--- config.mk ---
export PLATFORM = sky130hd
export DESIGN_NAME = alarm_clock_menu_controller_unit
export DESIGN_NICKNAME = d
export VERILOG_FILES = /design/src/sv/acmc_pkg.sv /design/src/sv/acmc_core.sv /design/src/sv/alarm_clock_menu_controller_unit.sv
export VERILOG_INCLUDE_DIRS = /design/src /design/src/sv
export SDC_FILE = /design/constraint.sdc
export NUM_CORES = 1
export LEC_CHECK = 0
export ABC_AREA = 1
export BUFFER_PORTS_ARGS = -buffer_cell sky130_fd_sc_hd__buf_2
export CAP_MARGIN = 10
export CORE_ASPECT_RATIO = 1.4
export CORE_MARGIN = 4
export CORE_UTILIZATION = 60
export CTS_BUF_LIST = sky130_fd_sc_hd__clkbuf_2
export DETAILED_ROUTE_END_ITERATION = 10
export PLACE_DENSITY_LB_ADDON = 0.3
export SYNTH_ARGS = -nofsm -noshare
export SYNTH_HDL_FRONTEND = slang
export SYNTH_HIERARCHICAL = 1
export SYNTH_SLANG_ARGS = --single-unit
--- constraint.sdc ---
create_clock -name clk -period 5.4 [get_ports clk]
set_clock_uncertainty 0.05 [all_clocks]
set_input_delay 0.54 -clock clk [delete_from_list [all_inputs] [get_ports clk]]
set_output_delay 0.54 -clock clk [all_outputs]
set_load 0.1 [all_outputs]
--- src/sv/alarm_clock_menu_controller_unit_assert.svh ---
// ----------------------------------------------------------------------------
// Alarm clock menu controller: assertion macros
// Shared property wrappers; all sample on clk and are disabled while rst is high.
// ----------------------------------------------------------------------------
`ifndef ALARM_CLOCK_MENU_CONTROLLER_UNIT_ASSERT_SVH
`define ALARM_CLOCK_MENU_CONTROLLER_UNIT_ASSERT_SVH

// Same-cycle implication.
`define ACMC_ASSERT_IMP(label, ante, cons, msg) \
  label: assert property (@(posedge clk) disable iff (rst) (ante) |-> (cons)) \
    else $error(msg);

// Next-cycle implication.
`define ACMC_ASSERT_NXT(label, ante, cons, msg) \
  label: assert property (@(posedge clk) disable iff (rst) (ante) |=> (cons)) \
    else $error(msg);

`endif

--- src/sv/acmc_pkg.sv ---
`timescale 1ns / 1ps
// ----------------------------------------------------------------------------
// acmc_pkg
// Types and constants for the alarm clock menu controller.
// ----------------------------------------------------------------------------
package acmc_pkg;

  localparam int IDLE_W  = 21;
  localparam int RING_W  = 22;
  localparam int TMO_W   = 20;
  localparam int STEP_W  = 5;
  localparam int HOUR_W  = 5;
  localparam int MIN_W   = 6;
  localparam int SEC_W   = 6;
  localparam int VOL_W   = 7;
  localparam int CFG_IDX_W  = 2;
  localparam int CFG_DATA_W = 22;
  localparam int IN_DATA_W  = 24;
  localparam int OUT_DATA_W = 24;

  localparam logic [IDLE_W-1:0] IDLE_MAX   = {IDLE_W{1'b1}};
  localparam logic [RING_W-1:0] RING_MAX   = {RING_W{1'b1}};
  localparam logic [HOUR_W-1:0] HOUR_LAST  = 5'd23;
  localparam logic [MIN_W-1:0]  MIN_LAST   = 6'd59;
  localparam logic [VOL_W-1:0]  VOL_MAX    = 7'd100;

  localparam logic [TMO_W-1:0]  TIMEOUT_RST  = 20'd10000;
  localparam logic [RING_W-1:0] DURATION_RST = 22'd30000;
  localparam logic [STEP_W-1:0] VSTEP_RST    = 5'd5;
  localparam logic [HOUR_W-1:0] HOUR_RST     = 5'd4;
  localparam logic [VOL_W-1:0]  VOL_RST      = 7'd50;

  // Configuration register indexes
  localparam logic [CFG_IDX_W-1:0] CFG_IDLE_TIMEOUT  = 2'd0;
  localparam logic [CFG_IDX_W-1:0] CFG_RING_DURATION = 2'd1;
  localparam logic [CFG_IDX_W-1:0] CFG_VOLUME_STEP   = 2'd2;

  typedef enum logic [2:0] {
    EV_UP     = 3'd0,
    EV_DOWN   = 3'd1,
    EV_MID    = 3'd2,
    EV_LONG   = 3'd3,
    EV_TICK   = 3'd4,
    EV_SAMPLE = 3'd5
  } event_t;

  typedef enum logic [1:0] {
    MODE_NORMAL = 2'd0,
    MODE_MENU   = 2'd1,
    MODE_ALARM  = 2'd2,
    MODE_VOLUME = 2'd3
  } mode_t;

  // Packed so that mode lands in the low bits, matching m_tdata.
  typedef struct packed {
    logic              save_request;
    logic              ringing;
    logic [VOL_W-1:0]  volume;
    logic [MIN_W-1:0]  alarm_minute;
    logic [HOUR_W-1:0] alarm_hour;
    logic              editing_minutes;
    logic              menu_choice;
    mode_t             mode;
  } result_t;

  // Configuration write request
  typedef struct packed {
    logic                  valid;
    logic [CFG_IDX_W-1:0]  index;
    logic [CFG_DATA_W-1:0] data;
  } cfg_wr_t;

endpackage

--- src/sv/acmc_core.sv ---
`timescale 1ns / 1ps
// ----------------------------------------------------------------------------
// acmc_core
// Controller state, configuration registers and combinational next-state logic.
// ----------------------------------------------------------------------------
`include "alarm_clock_menu_controller_unit_assert.svh"

module acmc_core (
  input  logic                           clk,
  input  logic                           rst,
  input  acmc_pkg::cfg_wr_t              cfg_wr,
  input  logic                           step,
  input  logic [2:0]                     func,
  input  logic [acmc_pkg::HOUR_W-1:0]    now_hour,
  input  logic [acmc_pkg::MIN_W-1:0]     now_minute,
  input  logic [acmc_pkg::SEC_W-1:0]     now_second,
  output acmc_pkg::result_t              res
);
  import acmc_pkg::*;

  // configuration
  logic [TMO_W-1:0]  idle_timeout;
  logic [RING_W-1:0] ring_duration;
  logic [STEP_W-1:0] volume_step;

  // state
  mode_t             mode_q,         mode_next;
  logic              menu_choice_q,  menu_choice_next;
  logic              field_q,        field_next;
  logic [HOUR_W-1:0] hour_q,         hour_next;
  logic [MIN_W-1:0]  minute_q,       minute_next;
  logic [VOL_W-1:0]  volume_q,       volume_next;
  logic [IDLE_W-1:0] idle_q,         idle_next;
  logic              ringing_q,      ringing_next;
  logic [RING_W-1:0] ring_q,         ring_next;
  logic              save_next;

  logic [IDLE_W-1:0] idle_inc;
  logic [RING_W-1:0] ring_inc;
  logic [VOL_W:0]    vol_sum;
  logic [VOL_W-1:0]  vol_up, vol_dn;
  logic [HOUR_W-1:0] hour_up, hour_dn;
  logic [MIN_W-1:0]  min_up, min_dn;
  logic              alarm_match;
  event_t            ev;

  always_ff @(posedge clk) begin
    if (rst) begin
      idle_timeout  <= TIMEOUT_RST;
      ring_duration <= DURATION_RST;
      volume_step   <= VSTEP_RST;
    end else if (cfg_wr.valid) begin
      unique case (cfg_wr.index)
        CFG_IDLE_TIMEOUT:  idle_timeout  <= cfg_wr.data[TMO_W-1:0];
        CFG_RING_DURATION: ring_duration <= cfg_wr.data[RING_W-1:0];
        CFG_VOLUME_STEP:   volume_step   <= cfg_wr.data[STEP_W-1:0];
        default: ;
      endcase
    end
  end

  assign ev       = event_t'(func);
  assign idle_inc = (idle_q == IDLE_MAX) ? idle_q : idle_q + 1'b1;
  assign ring_inc = (ring_q == RING_MAX) ? ring_q : ring_q + 1'b1;
  assign vol_sum  = {1'b0, volume_q} + {{(VOL_W + 1 - STEP_W){1'b0}}, volume_step};
  assign vol_up   = (vol_sum > {1'b0, VOL_MAX}) ? VOL_MAX : vol_sum[VOL_W-1:0];
  assign vol_dn   = (volume_q > {{(VOL_W - STEP_W){1'b0}}, volume_step})
                  ? volume_q - {{(VOL_W - STEP_W){1'b0}}, volume_step}
                  : '0;
  assign hour_up  = (hour_q == HOUR_LAST) ? '0 : hour_q + 1'b1;
  assign hour_dn  = (hour_q == '0) ? HOUR_LAST : hour_q - 1'b1;
  assign min_up   = (minute_q == MIN_LAST) ? '0 : minute_q + 1'b1;
  assign min_dn   = (minute_q == '0) ? MIN_LAST : minute_q - 1'b1;
  assign alarm_match = (now_hour == hour_q) && (now_minute == minute_q)
                    && (now_second == '0);

  always_comb begin
    mode_next        = mode_q;
    menu_choice_next = menu_choice_q;
    field_next       = field_q;
    hour_next        = hour_q;
    minute_next      = minute_q;
    volume_next      = volume_q;
    idle_next        = idle_q;
    ringing_next     = ringing_q;
    ring_next        = ring_q;
    save_next        = 1'b0;
    unique case (ev)
      EV_UP, EV_DOWN: begin
        idle_next = '0;
        unique case (mode_q)
          MODE_ALARM: begin
            if (field_q) minute_next = (ev == EV_UP) ? min_up : min_dn;
            else         hour_next   = (ev == EV_UP) ? hour_up : hour_dn;
          end
          MODE_MENU:   menu_choice_next = ~menu_choice_q;
          MODE_VOLUME: volume_next = (ev == EV_UP) ? vol_up : vol_dn;
          default: ;
        endcase
      end
      EV_MID: begin
        idle_next = '0;
        unique case (mode_q)
          MODE_NORMAL: begin
            mode_next        = MODE_MENU;
            menu_choice_next = 1'b0;
          end
          MODE_MENU:  mode_next  = menu_choice_q ? MODE_VOLUME : MODE_ALARM;
          MODE_ALARM: field_next = ~field_q;
          default:    mode_next  = MODE_MENU;
        endcase
      end
      EV_LONG: begin
        if (mode_q == MODE_ALARM) begin
          mode_next = MODE_MENU;
          save_next = 1'b1;
        end else if (mode_q == MODE_MENU) begin
          mode_next = MODE_NORMAL;
        end
      end
      EV_TICK: begin
        idle_next = idle_inc;
        if (idle_inc > {1'b0, idle_timeout}) mode_next = MODE_NORMAL;
        ring_next = ring_inc;
        if (ringing_q && ring_inc >= ring_duration) ringing_next = 1'b0;
      end
      EV_SAMPLE: begin
        if (alarm_match) begin
          ringing_next = 1'b1;
          ring_next    = '0;
        end
      end
      default: ;
    endcase
  end

  always_ff @(posedge clk) begin
    if (rst) begin
      mode_q        <= MODE_NORMAL;
      menu_choice_q <= 1'b0;
      field_q       <= 1'b0;
      hour_q        <= HOUR_RST;
      minute_q      <= '0;
      volume_q      <= VOL_RST;
      idle_q        <= '0;
      ringing_q     <= 1'b0;
      ring_q        <= '0;
    end else if (step) begin
      mode_q        <= mode_next;
      menu_choice_q <= menu_choice_next;
      field_q       <= field_next;
      hour_q        <= hour_next;
      minute_q      <= minute_next;
      volume_q      <= volume_next;
      idle_q        <= idle_next;
      ringing_q     <= ringing_next;
      ring_q        <= ring_next;
    end
  end

  always_comb begin
    res.mode            = mode_next;
    res.menu_choice     = menu_choice_next;
    res.editing_minutes = field_next;
    res.alarm_hour      = hour_next;
    res.alarm_minute    = minute_next;
    res.volume          = volume_next;
    res.ringing         = ringing_next;
    res.save_request    = save_next;
  end

  `ACMC_ASSERT_IMP(a_vol_range, 1'b1, volume_q <= VOL_MAX, "volume above 100")
  `ACMC_ASSERT_IMP(a_time_range, 1'b1, hour_q <= HOUR_LAST && minute_q <= MIN_LAST,
                   "alarm time out of range")
  `ACMC_ASSERT_NXT(a_enter_menu, step && ev == EV_MID && mode_q == MODE_NORMAL,
                   mode_q == MODE_MENU && !menu_choice_q, "mid click did not open menu")
  `ACMC_ASSERT_IMP(a_save_mode, step && res.save_request,
                   mode_q == MODE_ALARM && res.mode == MODE_MENU,
                   "save request outside alarm set")

endmodule

--- src/sv/alarm_clock_menu_controller_unit.sv ---
`timescale 1ns / 1ps
// ----------------------------------------------------------------------------
// alarm_clock_menu_controller_unit
// Three-button alarm clock menu controller with stream in/out and config port.
// ----------------------------------------------------------------------------
// Usage: each input request is one event (up, down, mid click, long mid
// press, millisecond tick or time-of-day sample, selected by s_tuser) and
// yields exactly one result carrying the full controller status after that
// event. The block takes one request per clock while m_tready does not
// hold the output; a request waits in the input register and its result
// is loaded into the output register (m_tdata) when it steps, through the
// combinational state update between the two registers. While a result
// waits on m_tready the input register still takes one more request.
// Configuration (idle timeout, ring duration, volume step) is written via
// cfg_valid/cfg_index/cfg_data, always ready, and should only change while
// no request is in flight. Event codes 6 and 7 change nothing and report
// the current status.
// ----------------------------------------------------------------------------
module alarm_clock_menu_controller_unit (
  input  logic                               clk,
  input  logic                               rst,
  // configuration write channel
  input  logic                               cfg_valid,
  output logic                               cfg_ready,
  input  logic [acmc_pkg::CFG_IDX_W-1:0]     cfg_index,
  input  logic [acmc_pkg::CFG_DATA_W-1:0]    cfg_data,
  // event stream
  input  logic                               s_tvalid,
  output logic                               s_tready,
  input  logic [2:0]                         s_tuser,  // [2:0] func
  input  logic [acmc_pkg::IN_DATA_W-1:0]     s_tdata,  // [4:0] now_hour, [10:5] now_minute,
                                                       // [16:11] now_second, [23:17] zero
  // status stream
  output logic                               m_tvalid,
  input  logic                               m_tready,
  output logic [acmc_pkg::OUT_DATA_W-1:0]    m_tdata   // [1:0] mode, [2] menu_choice,
                                                       // [3] editing_minutes,
                                                       // [8:4] alarm_hour_out,
                                                       // [14:9] alarm_minute_out,
                                                       // [21:15] volume_out,
                                                       // [22] ringing_out, [23] save_request
);
  import acmc_pkg::*;

  // input register
  logic              in_valid;
  logic [2:0]        in_func;
  logic [HOUR_W-1:0] in_hour;
  logic [MIN_W-1:0]  in_minute;
  logic [SEC_W-1:0]  in_second;

  logic    step;      // request in the input register moves to the output
  result_t res;
  cfg_wr_t cfg_wr;

  assign cfg_ready = 1'b1;
  assign cfg_wr.valid = cfg_valid;
  assign cfg_wr.index = cfg_index;
  assign cfg_wr.data  = cfg_data;

  // Advance whenever the output register is free or being drained.
  assign step     = in_valid && (!m_tvalid || m_tready);
  assign s_tready = !in_valid || step;

  always_ff @(posedge clk) begin
    if (rst) begin
      in_valid <= 1'b0;
    end else if (s_tready) begin
      in_valid <= s_tvalid;
    end
  end

  // payload: no reset needed
  always_ff @(posedge clk) begin
    if (s_tready && s_tvalid) begin
      in_func   <= s_tuser;
      in_hour   <= s_tdata[HOUR_W-1:0];
      in_minute <= s_tdata[HOUR_W+MIN_W-1:HOUR_W];
      in_second <= s_tdata[HOUR_W+MIN_W+SEC_W-1:HOUR_W+MIN_W];
    end
  end

  acmc_core u_core (
    .clk        (clk),
    .rst        (rst),
    .cfg_wr     (cfg_wr),
    .step       (step),
    .func       (in_func),
    .now_hour   (in_hour),
    .now_minute (in_minute),
    .now_second (in_second),
    .res        (res)
  );

  // output register
  always_ff @(posedge clk) begin
    if (rst) begin
      m_tvalid <= 1'b0;
    end else if (step) begin
      m_tvalid <= 1'b1;
    end else if (m_tready) begin
      m_tvalid <= 1'b0;
    end
  end

  always_ff @(posedge clk) begin
    if (step) begin
      m_tdata <= res;
    end
  end

endmodule

# Word-level counts from Yosys, hierarchy flattened
# Cells that the tools add are included.
[totals]
reg_bits = 159
inputBits = 56
out_inout_bits = 27
word_cells = 115
[op_classes]
n_addsub = 8
magnitude_cmp = 4
eq_ne = 17
muxes = 39
bitwise = 2
reduce_logical = 25
[ops]
columns = ["op", "count"]
rows = [
  ["22-bit 2-to-1 mux", 2],
  ["22-bit case mux with 2 select lines", 1],
  ["21-bit case mux with 2 select lines", 1],
  ["6-bit 2-to-1 mux", 6],
  ["7-bit 2-to-1 mux", 5],
  ["5-bit 2-to-1 mux", 6],
  ["22-bit by 1-bit adder with 22-bit output (second input constant)", 1],
  ["22-bit equality test (second input constant)", 1],
  ["22-bit >= comparator", 1],
  ["21-bit by 1-bit adder with 21-bit output (second input constant)", 1],
  ["21-bit equality test (second input constant)", 1],
  ["21-bit by 20-bit > comparator with 1-bit output", 1],
  ["21-bit 2-to-1 mux", 1],
  ["6-bit zero test", 2],
  ["1-bit 2-to-1 mux", 10],
  ["7-bit by 5-bit adder with 8-bit output", 1],
  ["8-bit by 7-bit > comparator with 1-bit output (second input constant)", 1],
  ["2-bit AND reduction", 4],
  ["7-bit by 5-bit > comparator with 1-bit output", 1],
  ["7-bit by 5-bit subtractor with 7-bit output", 1],
  ["6-bit by 1-bit adder with 6-bit output (second input constant)", 1],
  ["2-bit equality test (second input constant)", 3],
  ["3-bit by 2-bit equality test with 1-bit output (second input constant)", 2],
  ["3-bit equality test (second input constant)", 2],
  ["25 further kinds", 39],
]

# Logic depth before layout (Yosys ltp)
[logic_depth]
word_depth = 6
mapped_depth = 26
ltp_nobuf = 26

# Modules after synthesis
# The synthesis kept the hierarchy.
[modules_own_cells]
columns = ["mod", "instances", "cells_each", "area_per_inst_um2", "seq_area_each_um2"]
rows = [
  ["acmc_core", 1, 1193, 8066.5, 2262.2],
  ["alarm_clock_menu_controller_unit", 1, 58, 1423.9, 1361.3],
]

# Least setup slack after synthesis
# No wires, ideal clock.
[synth_timing]
kind = "reg-to-reg"
from = "register m_tvalid"
to = "register u_core.ring_q[2]"
setup_time_ps = 131
t_arrival_ps = 3076
required_time_ps = 5219
slack_ps = 2144
stages_incl_launch_ff = 8
n_path_buf = 1
synth_period_minus_slack_ps = 3256
path_cell_list = "dfxtp_1 a21oi_1 inv_1 nor2_2 inv_1 buf_1 nand3_1 a21oi_2"
[synth_via]
elab_chain_cells = 4
[synth_lines]
columns = ["item", "line_no", "source"]
rows = [
  ["start: declaration", "alarm_clock_menu_controller_unit.sv:34", "output logic m_tvalid,"],
  ["start signal: assignment", "alarm_clock_menu_controller_unit.sv:98", "m_tvalid <= 1'b0;"],
  ["start signal: assignment", "alarm_clock_menu_controller_unit.sv:100", "m_tvalid <= 1'b1;"],
  ["start signal: assignment", "alarm_clock_menu_controller_unit.sv:102", "m_tvalid <= 1'b0;"],
  ["1-bit zero test", "alarm_clock_menu_controller_unit.sv:62", "assign step = in_valid && (!m_tvalid || m_tready);"],
  ["1-bit logical OR", "alarm_clock_menu_controller_unit.sv:62", ""],
  ["1-bit logical AND", "alarm_clock_menu_controller_unit.sv:62", ""],
  ["net step", "alarm_clock_menu_controller_unit.sv:52", "logic step;"],
  ["3-bit AND reduction (no source line)", "-", ""],
  ["end signal: assignment", "acmc_core.sv:157", "ring_q <= ring_next;"],
  ["end: declaration", "acmc_core.sv:35", "logic [RING_W-1:0] ring_q, ring_next;"],
]
# The timed path passes the listed nets, and every way through them passes these cells.
# A chain may end at the register's enable or synchronous reset.

==> results.cfg <==
[sta]
fin_crit_sh_pct = 66.09
drv_slew = 0
rsz0062_at_grt = false
fin_crit_ns = 3.569
tightest_slew_ns = 0.9797
fmax_ghz = 0.2802
setup_violations = 0
maxSlewHeadroom_pct = 34.45
tns_ns = 0
hold_violations = 0

[clock_tree]
clockRootBuffer = clkbuf_2
clk_path_buf_depth = 2
clk_latency_ns = 0.76
cts_inserted_buffers = 17
htree_levels = 4
cts_sinks = 159
clk_pin_slew_ns = 0.22
cts_resized = 0
cts_tree = yes
cts_setup_buffers = 0

[floorplanning]
die_y_um = 156.8
row_count = 54
core-area_sq_um = 15540
pin_count = 83
dieArea_sq_um = 17920
die_w_um = 114.3
start_util_pct = 61.07

[setup_path]
worstSetupPathType = reg -> reg
cp-end-kind = flop
cp.arrival_ns = 4.06
required_ns = 5.89
cp_max_fo = 23
cp-start-kind = flop

[yosys]
netlist_area_sq_um = 9490
synth.distinct_cells = 52
yosysWarnings = 6
synth_edf_count = 44
synth-main-ff-cell = dfxtp_1
yosysSeqAreaShare_pct = 38.18
synthCells = 1251
synth-async-reset-ratio_pct = 0
synthesis.nets = 1373
synth_area_per_cell_sq_um = 7.586
ys_ff_latch = 159

[layout]
drive_gt1_share_pct = 13.41
nets = 1459
mostFrequentLayoutCells = 265 x nand2_1, 154 x inv_1, 124 x a21oi_1
layout_commonest_cell = nand2_1
design_area_sq_um = 10600
area_delta_synth_final_pct = 11.69
fillCellCount = 1335

[power]
leakagePower_nw = 4.755
powerDensity_nw_per_um2 = 236.5
max-vdd-ir-drop_mv = 0.1555

[run_status]
status = finished, final reports clean

[hold_path]
hp-class = in -> reg

[grt]
grt_pass1_wl_mm = 37.27
grt_pass1_vias = 8117
antenna_found_initial = 1
grt_max_degree = 61
track_usage_pct = 25.69
grt_overflow = 0

[job]
drv_cap = 0

[place]
placed_area_sq_um = 9930
port_buffers = 74
place_congestion = 0.8995
post-dp-hpwl_mm = 16.20

[detailed_routing]
ant_nets = 0
post_drt_via_cell_ratio = 5.506
routed_wirelength_mm = 22.58
drc = 0
wl_per_cell_um = 14.59
drt_iter0_drc = 564
first_pass_iters = 5
vias = 8518
-- worst paths after layout --
check,end,slack (ns),cells after the start,start
max,m_tdata[22]$_DFFE_PP_,1.83,16,u_core/ring_q[0]$_SDFFE_PP0P_
min,u_core/volume_step[2]$_SDFFE_PP1P_,0.06,3,cfg_data[2]
min reg2reg,u_core/idle_timeout[12]$_SDFFE_PP0P_,0.43,2,u_core/idle_timeout[12]$_SDFFE_PP0P_
max reg2reg,m_tdata[22]$_DFFE_PP_,1.83,16,u_core/ring_q[0]$_SDFFE_PP0P_
-- logic make-up (layout without fill, tap and decap cells) --
family,after synthesis,count (layout),synth area share (%)
AND/OR/NAND/NOR,519,519,24.98
AO/OA/AOI/OAI,238,238,13.66
buffers and inverters,212,311,8.952
flip-flops,159,159,38.18
adder cells (fa/ha/maj),66,66,8.860
XOR/XNOR,56,56,5.326
other,1,2,0.03951
-- cell usage after synthesis, drive strengths merged, types with 19 or more instances --
cell | number | area share (%)
edfxtp | 44 | 14
xnor2 | 22 | 2.0
nor2 | 96 | 4.3
nand3 | 72 | 3.9
inv | 163 | 6.4
nor3 | 19 | 1.4
o21ai | 78 | 4.2
dfxtp | 115 | 24
clkbuf | 26 | 1.0
xor2 | 34 | 3.3
a21oi | 129 | 7.0
nand2 | 290 | 12
ha | 64 | 8.4
nand4 | 23 | 1.7
buf | 23 | 1.5
-- where the power goes --
group          leakage (nW)  total (mW)  internal (mW)  switching [mW]
registers              1.36        1.31           1.28          0.0317
logic                  3.22       0.406          0.127           0.279
clock network         0.171       0.787          0.356           0.431
-- critical path, stage by stage (launching register included) --
cell,delay [ns]
dfxtp_1,0.49
ha_1,0.30
nand3_1,0.16
inv_2,0.10
nand2_2,0.08
nor3_4,0.22
nand4_4,0.45
xor2_1,0.40
inv_1,0.08
ha_1,0.28
nand2_1,0.04
nor4_1,0.24
nand2_1,0.09
nor3_1,0.16
nor2_1,0.10
nand3_1,0.09
nand2_1,0.05
-- layout make-up --
| class | instances | area [sq um] | area share, % |
|---|---|---|---|
| flip-flops and latches | 159 | 3623 | 34.18 |
| well taps | 196 | 245.2 | 2.313 |
| repair buffers | 116 | 775.7 | 7.318 |
| multi-input cells | 880 | 5034 | 47.49 |
| clock buffers | 19 | 95.09 | 0.8971 |
| clock inverters | 13 | 212.7 | 2.007 |
| inverters | 163 | 611.8 | 5.772 |
| diodes | 1 | 2.502 | 0.02361 |
-- metal layers --
metal | vias up | part of all wire [%] | GRT usage [%]
met2 | 236 | 51 | 45.76
met1 | 3941 | 41 | 30.05
li1 | 4286 | - | -
met4 | 0 | 3.3 | 10.81
met3 | 55 | 4.8 | 4.758
met5 | - | 0 | 0
-- what timing repair did --
action / 4_1_cts / 5_1_grt
hold buffers: 36 / 0
setup endpoints to repair: 0 / 0
endpoints found under the hold margin: 44 / 0
-- sequential cells by signal, summed over array words and instances (netlist names), 7 cells and up --
register	flops
m_tdata	24
u_core/volume_q	7
u_core/ring_q	22
u_core/idle_timeout	20
u_core/ring_duration	22
u_core/idle_q	21
-- metrics by stage --
| step | util (%) | hold slack [ns] | total power, mW | setup slack, ns | std cells |
|---|---|---|---|---|---|
| floorplan | - | 0.3853 | 1.624 | 2.144 | 1251 |
| global placement | 63.90 | 0.4007 | 1.705 | 1.928 | 1478 |
| detailed placement | 63.90 | 0.4033 | 1.716 | 1.876 | 1478 |
| CTS | 68.20 | 0.0007266 | 2.521 | 1.886 | 1546 |
| global route | 68.21 | 0.005541 | 2.621 | 1.505 | 1547 |
| finish | 68.21 | 0.06349 | 2.507 | 1.831 | 1547 |
(Power assumes the default switching activity.)
